File: src/design/grid_bilinear_interpolator_defines.svh
// assertion macros for the grid bilinear interpolator
`ifndef GRID_BILINEAR_INTERPOLATOR_DEFINES_SVH
`define GRID_BILINEAR_INTERPOLATOR_DEFINES_SVH

// same-cycle implication, checked on every rising edge out of reset
`define GBI_ASSERT_NOW(lbl, ante, cons) \
  lbl: assert property (@(posedge clk) disable iff (rst) (ante) |-> (cons)) \
    else $error("gbi assertion failed");

// next-cycle implication
`define GBI_ASSERT_NEXT(lbl, ante, cons) \
  lbl: assert property (@(posedge clk) disable iff (rst) (ante) |=> (cons)) \
    else $error("gbi assertion failed");

`endif

File: src/design/gbi_pkg.sv
// shared types and constants of the grid bilinear interpolator
`timescale 1ns / 1ps

package gbi_pkg;

  localparam int DEF_MAX_X_NODES = 64;
  localparam int DEF_MAX_Y_NODES = 64;

  localparam int OP_W    = 2;
  localparam int IDX_W   = 6;
  localparam int VAL_W   = 32;
  localparam int COUNT_W = 7;
  localparam int TOL_W   = 16;
  localparam int CFG_W   = 16;
  localparam int CFGI_W  = 2;
  localparam int Q_W     = 16;
  localparam int RATIO_W = 17;
  localparam int DCW     = $clog2(Q_W + 1);
  localparam int BSW     = 4;

  localparam logic [COUNT_W-1:0] RST_NODE_COUNT = COUNT_W'(2);
  localparam logic [TOL_W-1:0]   RST_SNAP_TOL   = TOL_W'(7);
  localparam logic [RATIO_W-1:0] RATIO_ONE      = RATIO_W'(65536);
  localparam logic [BSW-1:0]     BLEND_LAST     = BSW'(8);

  typedef enum logic [OP_W-1:0] {
    OP_WRITE_X      = 2'd0,
    OP_WRITE_Y      = 2'd1,
    OP_WRITE_HEIGHT = 2'd2,
    OP_QUERY        = 2'd3
  } op_t;

  typedef enum logic [CFGI_W-1:0] {
    CFG_X_COUNT  = 2'd0,
    CFG_Y_COUNT  = 2'd1,
    CFG_SNAP_TOL = 2'd2
  } cfg_idx_t;

  typedef struct packed {
    logic latch;
    logic write;
    logic scan_start;
    logic scan_run;
    logic resolve;
    logic div_run;
    logic blend_run;
    logic load_result;
    logic axis;
  } cmd_t;

  typedef struct packed {
    op_t  op;
    logic scan_done;
    logic need_div;
    logic div_done;
    logic blend_done;
  } status_t;

endpackage

File: src/design/gbi_ctrl.sv
// sequencing state machine of the grid bilinear interpolator
`timescale 1ns / 1ps

module gbi_ctrl (
  input  logic            clk,
  input  logic            rst,
  input  logic            in_valid,
  output logic            in_ready,
  output logic            out_valid,
  input  logic            out_ready,
  output gbi_pkg::cmd_t   cmd,
  input  gbi_pkg::status_t st
);
  import gbi_pkg::*;

  typedef enum logic [2:0] {
    S_IDLE, S_WRITE, S_SCAN_START, S_SCAN, S_RESOLVE, S_DIVIDE, S_BLEND, S_EMIT
  } state_t;

  state_t state;
  logic   axis;
  logic   accept;
  logic   slot_free;

  assign in_ready  = (state == S_IDLE);
  assign accept    = in_valid && in_ready;
  assign slot_free = !out_valid || out_ready;

  always_comb begin
    cmd             = '0;
    cmd.axis        = axis;
    cmd.latch       = accept;
    cmd.write       = (state == S_WRITE);
    cmd.scan_start  = (state == S_SCAN_START);
    cmd.scan_run    = (state == S_SCAN);
    cmd.resolve     = (state == S_RESOLVE);
    cmd.div_run     = (state == S_DIVIDE);
    cmd.blend_run   = (state == S_BLEND);
    cmd.load_result = (state == S_EMIT) && slot_free;
  end

  always_ff @(posedge clk) begin
    if (rst) begin
      state     <= S_IDLE;
      axis      <= 1'b0;
      out_valid <= 1'b0;
    end else begin
      // a new result may replace one taken in the same cycle
      if (state == S_EMIT && slot_free) begin
        out_valid <= 1'b1;
      end else if (out_valid && out_ready) begin
        out_valid <= 1'b0;
      end
      unique case (state)
        S_IDLE: begin
          if (accept) begin
            axis  <= 1'b0;
            state <= (st.op == OP_QUERY) ? S_SCAN_START : S_WRITE;
          end
        end
        S_WRITE: state <= S_IDLE;
        S_SCAN_START: state <= S_SCAN;
        S_SCAN: begin
          if (st.scan_done) state <= S_RESOLVE;
        end
        S_RESOLVE: begin
          if (st.need_div) begin
            state <= S_DIVIDE;
          end else if (axis) begin
            state <= S_BLEND;
          end else begin
            axis  <= 1'b1;
            state <= S_SCAN_START;
          end
        end
        S_DIVIDE: begin
          if (st.div_done) begin
            if (axis) begin
              state <= S_BLEND;
            end else begin
              axis  <= 1'b1;
              state <= S_SCAN_START;
            end
          end
        end
        S_BLEND: begin
          if (st.blend_done) state <= S_EMIT;
        end
        S_EMIT: begin
          if (slot_free) state <= S_IDLE;
        end
        default: state <= S_IDLE;
      endcase
    end
  end

endmodule

File: config.mk
export PLATFORM = sky130hd
export DESIGN_NAME = gbi_ctrl
export DESIGN_NICKNAME = d
export VERILOG_FILES = /design/src/design/grid_bilinear_interpolator_defines.svh /design/src/design/gbi_pkg.sv /design/src/design/gbi_ctrl.sv
export SDC_FILE = /design/constraint.sdc
export NUM_CORES = 1
export LEC_CHECK = 0
export ABC_CLOCK_PERIOD_IN_PS = 1560
export BUFFER_PORTS_ARGS = -buffer_cell sky130_fd_sc_hd__clkbuf_2
export CORE_AREA = 2 2 39 41
export DETAILED_ROUTE_END_ITERATION = 10
export DIE_AREA = 0 0 41 43
export GPL_ROUTABILITY_DRIVEN = 0
export GPL_TIMING_DRIVEN = 0
export MAX_ROUTING_LAYER = met4
export PLACE_DENSITY = 0.66
export SETUP_SLACK_MARGIN = 0.1
export SYNTH_ARGS = -nofsm -noshare
export SYNTH_HDL_FRONTEND = slang
export SYNTH_SLANG_ARGS = --single-unit
export TNS_END_PERCENT = 1
File: constraint.sdc
create_clock -name clk -period 1.56 [get_ports clk]
set_input_delay 0.39 -clock clk [delete_from_list [all_inputs] [get_ports clk]]
set_output_delay 0.39 -clock clk [all_outputs]
set_load 0.01 [all_outputs]
Word level (Yosys, flattened, before mapping). Index checks and enable logic that the tools add are counted.

Register bits: 5. Logic and storage cells: 42. Output and inout port bits: 11. Bits of input ports: 10.

Mux-type cells: 15. Equal/unequal tests: 14. Reductions and logical operators: 10.

Operators by type and width (number): 3-bit one-hot mux with 8 select lines (1); 3-bit 2-to-1 mux (7); 3-bit == test, second input constant (4); 2-bit by 1-bit != test with 1-bit output, second input constant (4); 3-bit by 2-bit == test with 1-bit output, second input constant (2); 1-bit 2-to-1 mux (5); 5-bit AND reduction (1); 2-bit != test, second input constant (2); 4-bit AND reduction (1); 3-bit by 1-bit == test with 1-bit output, second input constant (1); 1-bit logical AND (3); 3-bit logical NOT (1); 1-bit one-hot mux with 3 select lines (1); 3-bit nonzero test (1); 2-bit == test, second input constant (1); 2-bit 2-to-1 mux (1); 2-bit nonzero test (1); 1-bit logical NOT (1); 1-bit logical OR (1).

Longest topological paths before layout. Gate-level depths: netlist of run 1.

Depth in word-level cells: 4. Depth in mapped cells: 5. Depth with buffers taken out: 4.

Least setup slack after synthesis of run 1. No wires, ideal clock.

Path type: register to output. Start point: register state[0]. End point: output port cmd[8] (netlist bit). Cell stages (with the launch flop): 6. Arrival time: 1.163 ns. Setup slack: 0.007 ns. Path through: dfxtp_1 > buf_6 > buf_6 > nor3_1 > and2_1 > buf_4.

Word-level cells in the longest chain between the ends: 2.

Ends and longest elaborated chain: start: declaration (RTL line gbi_ctrl.sv:20) `state_t state;`; start signal: assignment (RTL line gbi_ctrl.sv:58) `state <= (st.op == OP_QUERY) ? S_SCAN_START : S_WRITE;`; 3-bit logical NOT (RTL line gbi_ctrl.sv:25) `assign in_ready = (state == S_IDLE);`; named net in_ready (RTL line gbi_ctrl.sv:8) `output logic in_ready,`; 1-bit logical AND (RTL line gbi_ctrl.sv:26) `assign accept = in_valid && in_ready;`; end: declaration (RTL line gbi_ctrl.sv:11) `output gbi_pkg::cmd_t cmd,`.

The timed path passes the listed nets, and every way through them passes these cells.

==> metrics.txt, run 1 <==
run status complete, but fails checks; failing checks setup timing; critical-path maximum fanout 7; number of distinct library cells after synthesis 28; relative slew slack 0.7997; Post-Synthesis Mean Instance Area ~7.5 um2; part of the total power dissipated in combinational logic 0.455; post-DP HPWL between 800 and 900 um; total via count in the routed design approximately 530; register-to-register setup slack ~170 ps; overall power consumption about 550 uW; number of warnings issued by yosys 0; power share of the clock group 0.280; syn nets 70; CTS tree done; unrepaired setup endpoints after global routing yes; Initial DRC Count 6; depth of the worst register-to-register path 5; share of synthesized area occupied by flip-flops and latches 0.2235; Int Pwr 372.5 uW; switching share of total power 0.3267; number of flops mapped to enable cells by yosys 0; switching pwr between 150 and 200 uW; async set or reset register ratio after synthesis 0; final core utilization 0.5190; Clk Latency, worst-skew pair ~250 ps; # H-tree levels 1; Initial DRT Pass Iterations 4; sequential power share 0.265; all-layer global routing usage 0.1749; number of endpoints failing setup at the final stage 5; clock slew at the register clock pins of the worst setup and hold paths about 50 ps; number of antenna violations at the first check in global routing 0; maximum capacitance violations 0; clk root buf sky130_fd_sc_hd__clkbuf_4; # IOs 21; DRC errors left 0; Worst Hold Endpoint state[1]; register bit total from synthesis 5; vias in the first global route about 490; floorplan die area roughly 1800 um2; diode insertion count for antenna repair 0; vias per cell 4.925; Critical Path End Type primary output; commonest register cell after synthesis sky130_fd_sc_hd__dfxtp_1; ratio of final minimum period to clock period 1.019; final setup margin -30.21 ps; startpoint of the lowest-slack register-to-register path state[2]; total count of max-transition violations in the final report 0; growth of design area from synthesis to finish 60.34%; clk sink count 5; final hold violation count 0; worst flop-to-flop path endpoint state[0]; row cnt 14; final net count 102; hold path startpoint rst; placeable core region around 1400 um2; peak supply drop 0.2908 mV; Max Clk Rate 628.8 MHz; class of the most critical hold timing path in2reg; number of port buffers 20; Worst Path Required 1170 ps; Die H around 43 um; die boundary width roughly 40 um; worst hold stages 2; final sum of negative setup slack -87.14 ps; overall routed net length 1220 um; Crit Path Category reg2out; number of buffers inserted for hold repair after clock tree synthesis 0; Starting Density 0.3237; startpoint class of the critical path flop; clock buffer depth 2; GRT Residual Overflow 0; detail-routed net length per standard cell roughly 11 um; pin count of the biggest net entering global routing 11; pin slew with the least headroom to its limit about 300 ps; Final min period 1590 ps; power per unit of standard cell area 770.3 nW/um2; clk_skew between 4 and 5 ps; Critical Path AT between 1000 and 1500 ps; TritonCTS Buffers 3; number of cells produced by synthesis 60; first-pass GRT wire length a little under 2000 um; residual antenna-violating net count after detailed routing 0; post-synthesis instance area around 450 um2; share of cells above drive strength 1 0.5385; Static Leakage between 0.0003 and 0.0004 uW
## power groups by stage
| stage | clock (uW) | sequential (uW) | combinational, uW |
|---|---|---|---|
| 2_1_floorplan | 0 | 146 | 128 |
| 5_1_grt | 167 | 148 | 275 |
| 6_report | 155 | 147 | 251 |
| 4_1_cts | 162 | 146 | 233 |
| 3_5_place_dp | 0 | 148 | 180 |
| 3_3_place_gp | 0 | 148 | 178 |
## critical path, cell delays in order (launching register included)
cell                      delay (ps)
sky130_fd_sc_hd__dfxtp_2         340
sky130_fd_sc_hd__buf_6           110
sky130_fd_sc_hd__buf_8           110
sky130_fd_sc_hd__buf_6            90
sky130_fd_sc_hd__nand3_2          70
sky130_fd_sc_hd__nor2b_1         100
sky130_fd_sc_hd__buf_2           130
## worst max-delay path by stage
stage	startpoint	to	slack, ps	cells past startpoint
after global placement	state[2]	cmd[8]	40	5
final	state[0]	cmd[1]	-30	6
after global routing	state[0]	cmd[1]	-90	6
after floorplan	state[0]	cmd[8]	120	5
after CTS	state[0]	cmd[1]	-40	6
after detailed placement	state[2]	cmd[8]	20	5
## metal layers
layer	vias to the layer above	track usage	share of wire
met3	2	0.06283	0.063
met4	0	0.08000	0.011
li1	270	-	-
met1	235	0.1704	0.37
met5	-	-	0
met2	20	0.2906	0.55
## cell usage in the layout (no fill, tap or decap), drive strengths merged, types with 2 or more instances in the layout
cell and n:
nor2 8, clkbuf 17, o21ai 2, nor2b 2, buf 20, and2 3
nor3b 3, a21oi 6, inv 2, a211oi 2, dfxtp 5, mux2i 2
nand3b 2, nor3 4, nand2 5
## layout make-up
cell class                      instances  area (um2)
Inverter                                2       7.507
Multi-Input combinational cell         47       319.1
Timing Repair Buffer                   28       176.4
Clock buffer                            4       26.28
Fill cell                             134       665.6
Sequential cell                         5       108.9
Tap cell                               16       20.02
Buffer                                  5       60.06
## cell families after synthesis
group           share of synthesized area
mux                               0.06983
compound gates                     0.1760
buf+inv                            0.1285
flops                              0.2235
simple gates                       0.4022
## metrics by stage
stage / area [um2] / worst slack [ps] / instances / hold WS [ps]
6_report: 718.2 / -30.21 / 107 / 399.3
5_1_grt: 718.2 / -92.85 / 107 / 403.0
4_1_cts: 683.2 / -43.12 / 105 / 400.9
3_5_place_dp: 573.1 / 18.58 / 96 / 495.5
3_3_place_gp: 573.1 / 44.63 / 96 / 489.9
2_1_floorplan: 452.9 / 123.7 / 60 / 459.1
## timing repair
item                                   in CTS  in global routing
setup buffers                               6                  2
pin swaps                                   4                  1
gates resized for setup                    15                 10
endpoints found under the hold margin       0                  0
gates cloned                                0                  0
setup endpoints to repair                   9                  9
## flip-flops by register name, summed over array words and instances (netlist names)
signal / cells
axis: 1
out_valid: 1
state: 3
## synthesized netlist by cell type (all sizes together) (3+ instances only)
cell	instances	area, um2
a21oi	6	37.54
and2	3	20.02
buf	6	50.04
dfxtp	5	100.1
nand2	5	18.77
nor2	8	30.03
nor3	4	25.02
nor3b	3	27.52
Power figures use the tool's default switching activity.
==> inputs of run 2 (changes only) <==
--- a/config.mk
+++ b/config.mk
@@ -8,6 +8,7 @@
 export ABC_CLOCK_PERIOD_IN_PS = 1560
 export BUFFER_PORTS_ARGS = -buffer_cell sky130_fd_sc_hd__clkbuf_2
 export CORE_AREA = 2 2 39 41
+export CTS_BUF_LIST = sky130_fd_sc_hd__clkbuf_16
 export DETAILED_ROUTE_END_ITERATION = 10
 export DIE_AREA = 0 0 41 43
 export GPL_ROUTABILITY_DRIVEN = 0
@@ -15,6 +16,7 @@
 export MAX_ROUTING_LAYER = met4
 export PLACE_DENSITY = 0.66
 export SETUP_SLACK_MARGIN = 0.1
+export SKIP_LAST_GASP = 1
 export SYNTH_ARGS = -nofsm -noshare
 export SYNTH_HDL_FRONTEND = slang
 export SYNTH_SLANG_ARGS = --single-unit
==> metrics.txt, run 2 (synthesized netlist as in run 1, its figures left out) <==
number of endpoints failing setup at the final stage 2 (was 5); vias in the first global route 518 (was 492); Critical Path End Type primary output (unchanged); diode insertion count for antenna repair 0 (unchanged); overall routed net length 1508 um (was 1220 um); Crit Path Category reg2out (unchanged); most common cell after layout, fill and taps aside sky130_fd_sc_hd__clkbuf_2 (unchanged); switching pwr 214.3 uW (was 180.8 uW); flip-flop count of the largest register, all copies and words added 3 (unchanged); sequential power share 0.177 (was 0.265); share of cells above drive strength 1 0.5684 (was 0.5385); startpoint class of the critical path flop (unchanged); Clk Latency, worst-skew pair 230 ps (was 250 ps); filler-free cell count of the finished design 111 (was 107); unrepaired setup endpoints after global routing yes (unchanged); number of buffers inserted for hold repair after clock tree synthesis 0 (unchanged); die boundary width 41 um (unchanged); ratio of final minimum period to clock period 1.004 (was 1.019); vias per cell 5.018 (was 4.925); clk_skew 2.654 ps (was 4.021 ps); number of placed instances, taps included 96 (unchanged); class of the most critical hold timing path in2reg (unchanged); final setup margin -6.371 ps (was -30.21 ps); critical-path maximum fanout 7 (unchanged); row cnt 14 (unchanged); met3 usage 0.07330 (was 0.06283); Critical Path AT 1180 ps (was 1200 ps); pin slew with the least headroom to its limit 304.6 ps (was 298.1 ps); number of antenna violations at the first check in global routing 0 (unchanged); Int Pwr 602.4 uW (was 372.5 uW); # H-tree levels 1 (unchanged); power per unit of standard cell area 1028 nW/um2 (was 770.3 nW/um2); peak supply drop 0.4879 mV (was 0.2908 mV); power share of the clock group 0.513 (was 0.280); TritonCTS Buffers 3 (unchanged); Max Clk Rate 638.4 MHz (was 628.8 MHz); final net count 106 (was 102); met1 routing resource usage after global routing 0.1801 (was 0.1704); clk sink count 5 (unchanged); detail-routed net length per standard cell 13.59 um (was 11.40 um); Initial DRC Count 9 (was 6); Final min period 1566 ps (was 1590 ps); met2 track utilization from global routing 0.3469 (was 0.2906); post-DP HPWL 841.9 um (unchanged); Die H 43 um (unchanged); worst hold slack after final layout 426.6 ps (was 399.3 ps); minimum setup slack after placement 18.58 ps (unchanged); clock buffer depth 2 (unchanged); CTS tree done (unchanged); total via count in the routed design 557 (was 527); overall power consumption 816.7 uW (was 553.2 uW); maximum capacitance violations 0 (unchanged); final hold violation count 0 (unchanged); part of the total power dissipated in combinational logic 0.309 (was 0.455); top library cells by usage in the layout, fill and taps aside 17 x sky130_fd_sc_hd__clkbuf_2, 12 x sky130_fd_sc_hd__buf_4, 7 x sky130_fd_sc_hd__nor2_1 (was 13 x sky130_fd_sc_hd__clkbuf_2, 8 x sky130_fd_sc_hd__buf_4, 7 x sky130_fd_sc_hd__nor2_1); first-pass GRT wire length 2235 um (was 1987 um); residual antenna-violating net count after detailed routing 0 (unchanged); failing checks setup timing (unchanged); relative slew slack 0.7954 (was 0.7997); clock slew at the register clock pins of the worst setup and hold paths 40 ps (was 50 ps); Static Leakage 0.0003781 uW (was 0.0003320 uW); Biggest register state (unchanged); Initial DRT Pass Iterations 4 (unchanged); placeable core region 1384 um2 (unchanged); floorplan die area 1763 um2 (unchanged); # IOs 21 (unchanged); total count of max-transition violations in the final report 0 (unchanged); clk root buf sky130_fd_sc_hd__clkbuf_16 (was sky130_fd_sc_hd__clkbuf_4); DRC errors left 0 (unchanged); growth of design area from synthesis to finish 77.37% (was 60.34%); number of port buffers 20 (unchanged); pin count of the biggest net entering global routing 11 (unchanged); most used routing layer met2 (unchanged); run status complete, but fails checks (unchanged); GRT Residual Overflow 0 (unchanged); switching share of total power 0.2624 (was 0.3267); Starting Density 0.3237 (unchanged); all-layer global routing usage 0.2006 (was 0.1749); biggest registers after layout state (3), axis (1), out_valid (1) (unchanged); Worst Path Required 1170 ps (about the same)
==> run 2: metrics by stage <==
step	TNS, ps	utilization	instance area, um2
after floorplan	0	-	452.9
after global routing	-253.3	0.5741	794.5
final	-12.21	0.5741	794.5
after detailed placement	0	0.4141	573.1
after CTS	-11.04	0.5633	779.5
after global placement	0	0.4141	573.1
==> run 2: final cells by class <==
type / instances / area [um2]
Timing Repair Buffer: 32 / 193.9
Multi-Input combinational cell: 47 / 325.3
Inverter: 2 / 7.507
Clock buffer: 3 / 75.07
Clock inverter: 1 / 3.754
Sequential cell: 5 / 108.9
Tap cell: 16 / 20.02
Fill cell: 123 / 589.3
Buffer: 5 / 60.06
==> run 2: worst max-delay path: stages (launching register included) <==
cell and delay [ps]:
sky130_fd_sc_hd__dfxtp_2 320, sky130_fd_sc_hd__buf_6 120, sky130_fd_sc_hd__buf_8 120, sky130_fd_sc_hd__buf_4 140, sky130_fd_sc_hd__and2_1 130, sky130_fd_sc_hd__clkbuf_2 120
==> run 2: final timing paths <==
check	slack, ps	from	endpoint	depth (start not counted)
hold reg to reg	530	out_valid	out_valid	2
setup / recovery	-6	state[0]	cmd[3]	5
hold / removal	430	rst	state[1]	2
setup reg to reg	160	state[2]	state[0]	5
==> run 2: power by group through the flow <==
stage               sequential (uW)  combinational, uW  clock [uW]
floorplan                       146                128           0
global placement                148                178           0
detailed placement              148                180           0
CTS                             144                244         424
global route                    145                275         431
finish                          145                253         419
==> run 2: layer usage <==
layer	up-vias	routed length, um
li1	276	-
met1	260	576
met2	17	834
met3	4	66
met4	0	31
met5	-	0
==> run 2: what timing repair did <==
action                     in CTS  in global routing
setup endpoints to repair       9                  9
gates resized for setup        17                  3
pin swaps                       4                  0
setup buffers                  10                  2
==> inputs of run 3 (changes only) <==
--- a/config.mk
+++ b/config.mk
@@ -12,7 +12,6 @@
 export DETAILED_ROUTE_END_ITERATION = 10
 export DIE_AREA = 0 0 41 43
 export GPL_ROUTABILITY_DRIVEN = 0
-export GPL_TIMING_DRIVEN = 0
 export MAX_ROUTING_LAYER = met4
 export PLACE_DENSITY = 0.66
 export SETUP_SLACK_MARGIN = 0.1
==> metrics.txt, run 3 (synthesized netlist as in run 1, its figures left out) <==
clock slew at the register clock pins of the worst setup and hold paths 30 ps (was 40 ps); number of fillers in the final layout 134 (was 123); register-to-register setup slack 150 ps (was 160 ps); first-pass GRT wire length 1566 um (was 2235 um); vias in the first global route 394 (was 518); Initial DRC Count 9 (unchanged); unrepaired setup endpoints after global routing yes (unchanged); hold path startpoint rst (unchanged); startpoint class of the critical path flop (unchanged); CTS tree done (unchanged); critical-path maximum fanout 8 (was 7); relative slew slack 0.8042 (was 0.7954); startpoint of the lowest-slack register-to-register path state[2] (unchanged); most common cell after layout, fill and taps aside sky130_fd_sc_hd__clkbuf_2 (unchanged); final sum of negative setup slack 0 ps (was -12.21 ps); switching share of total power 0.2455 (was 0.2624); delay of the slowest critical-path stage 370 ps (was 320 ps); Critical Path AT 1090 ps (was 1180 ps); depth of the worst register-to-register path 5 (unchanged); pin count of the biggest net entering global routing 17 (was 11); Worst Hold Endpoint state[1] (unchanged); row cnt 14 (unchanged); run status completed (was complete, but fails checks); worst hold stages 2 (unchanged); final net count 98 (was 106); number of port buffers 20 (unchanged); clk_skew 0.7363 ps (was 2.654 ps); Starting Density 0.3237 (unchanged); Initial DRT Pass Iterations 4 (unchanged); Worst Path Required 1170 ps (about the same); maximum capacitance violations 0 (unchanged); Die H 43 um (unchanged); overall routed net length 1125 um (was 1508 um); # IOs 21 (unchanged); TritonCTS Buffers 3 (unchanged); class of the most critical hold timing path in2reg (unchanged); pin slew with the least headroom to its limit 291.5 ps (was 304.6 ps); residual antenna-violating net count after detailed routing 0 (unchanged); Clk Latency, worst-skew pair 220 ps (was 230 ps); detail-routed net length per standard cell 10.92 um (was 13.59 um); peak supply drop 0.8376 mV (was 0.4879 mV); post-DP HPWL 725.2 um (was 841.9 um); worst flop-to-flop path endpoint state[0] (unchanged); sequential power share 0.209 (was 0.177); Max stage delay cell, worst path sky130_fd_sc_hd__dfxtp_4 (was sky130_fd_sc_hd__dfxtp_2); floorplan die area 1763 um2 (unchanged); most frequent CP cell sky130_fd_sc_hd__buf_2; total via count in the routed design 499 (was 557); clk root buf sky130_fd_sc_hd__clkbuf_16 (unchanged); share of cells above drive strength 1 0.5172 (was 0.5684); overall power consumption 750.0 uW (was 816.7 uW); all-layer global routing usage 0.1367 (was 0.2006); placeable core region 1384 um2 (unchanged); final hold violation count 0 (unchanged); GRT Residual Overflow 0 (unchanged); total count of max-transition violations in the final report 0 (unchanged); power share of the clock group 0.546 (was 0.513); Final min period 1477 ps (was 1566 ps); switching pwr 184.1 uW (was 214.3 uW); flip-flop count of the largest register, all copies and words added 3 (unchanged); growth of design area from synthesis to finish 55.87% (was 77.37%); part of the total power dissipated in combinational logic 0.245 (was 0.309); Biggest register state (unchanged); Static Leakage 0.0003338 uW (was 0.0003781 uW); critical-path cell list buf_2 -> nor3b_2 -> buf_2 (was buf_6 -> buf_8 -> buf_4 -> and2_1 -> clkbuf_2); number of endpoints failing setup at the final stage 0 (was 2); top library cells by usage in the layout, fill and taps aside 18 x sky130_fd_sc_hd__clkbuf_2, 8 x sky130_fd_sc_hd__nor2_1, 6 x sky130_fd_sc_hd__buf_4 (was 17 x sky130_fd_sc_hd__clkbuf_2, 12 x sky130_fd_sc_hd__buf_4, 7 x sky130_fd_sc_hd__nor2_1); Crit Path Category reg2out (unchanged); DRC errors left 0 (unchanged); power per unit of standard cell area 1074 nW/um2 (was 1028 nW/um2); clock buffer depth 2 (unchanged); number of antenna violations at the first check in global routing 0 (unchanged); Max Clk Rate 677.0 MHz (was 638.4 MHz); die boundary width 41 um (unchanged); ratio of final minimum period to clock period 0.9469 (was 1.004); vias per cell 4.845 (was 5.018); clk sink count 5 (unchanged); diode insertion count for antenna repair 0 (unchanged); # H-tree levels 1 (unchanged); biggest registers after layout state (3), axis (1), out_valid (1) (unchanged); Int Pwr 565.9 uW (was 602.4 uW); Critical Path End Type primary output (unchanged)
-- run 3: through the flow --
step | std cells | hold slack [ps] | worst slack (ps) | utilization | instance area [um2]
floorplan | 60 | 459.1 | 123.7 | - | 452.9
global placement | 93 | 491.8 | 119.2 | 0.3942 | 545.5
detailed placement | 93 | 499.9 | 90.37 | 0.3942 | 545.5
CTS | 97 | 424.5 | 47.28 | 0.4638 | 641.9
global route | 103 | 427.3 | 25.67 | 0.5045 | 698.2
finish | 103 | 429.9 | 82.89 | 0.5045 | 698.2
-- run 3: what timing repair did --
item	CTS	global route
gates resized for setup	7	6
setup endpoints to repair	9	7
hold buffers	0	0
buffers inserted	0	6
cloned	0	0
pin swaps	1	2
-- run 3: worst max path at each step --
stage,start,endpoint,depth (start not counted)
floorplan,state[0],cmd[8],5
global placement,state[2],cmd[3],3
detailed placement,state[2],cmd[3],3
CTS,state[0],cmd[4],3
global route,state[1],cmd[7],3
finish,state[1],cmd[7],3
-- run 3: cell type report --
class,count,area [um2],share of cell area
Clock buffer,3,75.07,0.1075
Tap cell,16,20.02,0.02867
Inverter,2,7.507,0.01075
Clock inverter,1,3.754,0.005376
Multi-Input combinational cell,47,314.1,0.4498
Timing Repair Buffer,29,166.4,0.2384
Sequential cell,5,111.4,0.1595
-- run 3: power by group through the flow --
stage | combinational [uW] | clock, uW | sequential, uW
global route | 205 | 432 | 158
finish | 184 | 409 | 157
floorplan | 128 | 0 | 146
global placement | 148 | 0 | 163
detailed placement | 148 | 0 | 162
CTS | 153 | 417 | 163
-- run 3: critical path: cells and delay by family (launching register included) --
| kind | cells | cell delay [ps] |
|---|---|---|
| buffers and inverters | 2 | 330 |
| and+or+nand+nor | 1 | 160 |
| DFF | 1 | 370 |
-- run 3: metal layers --
layer / global-route usage / routed length, um
met1: 0.1603 / 525
met5: - / 0
met4: 0.04000 / 0
met2: 0.1844 / 528
met3: 0.09424 / 70
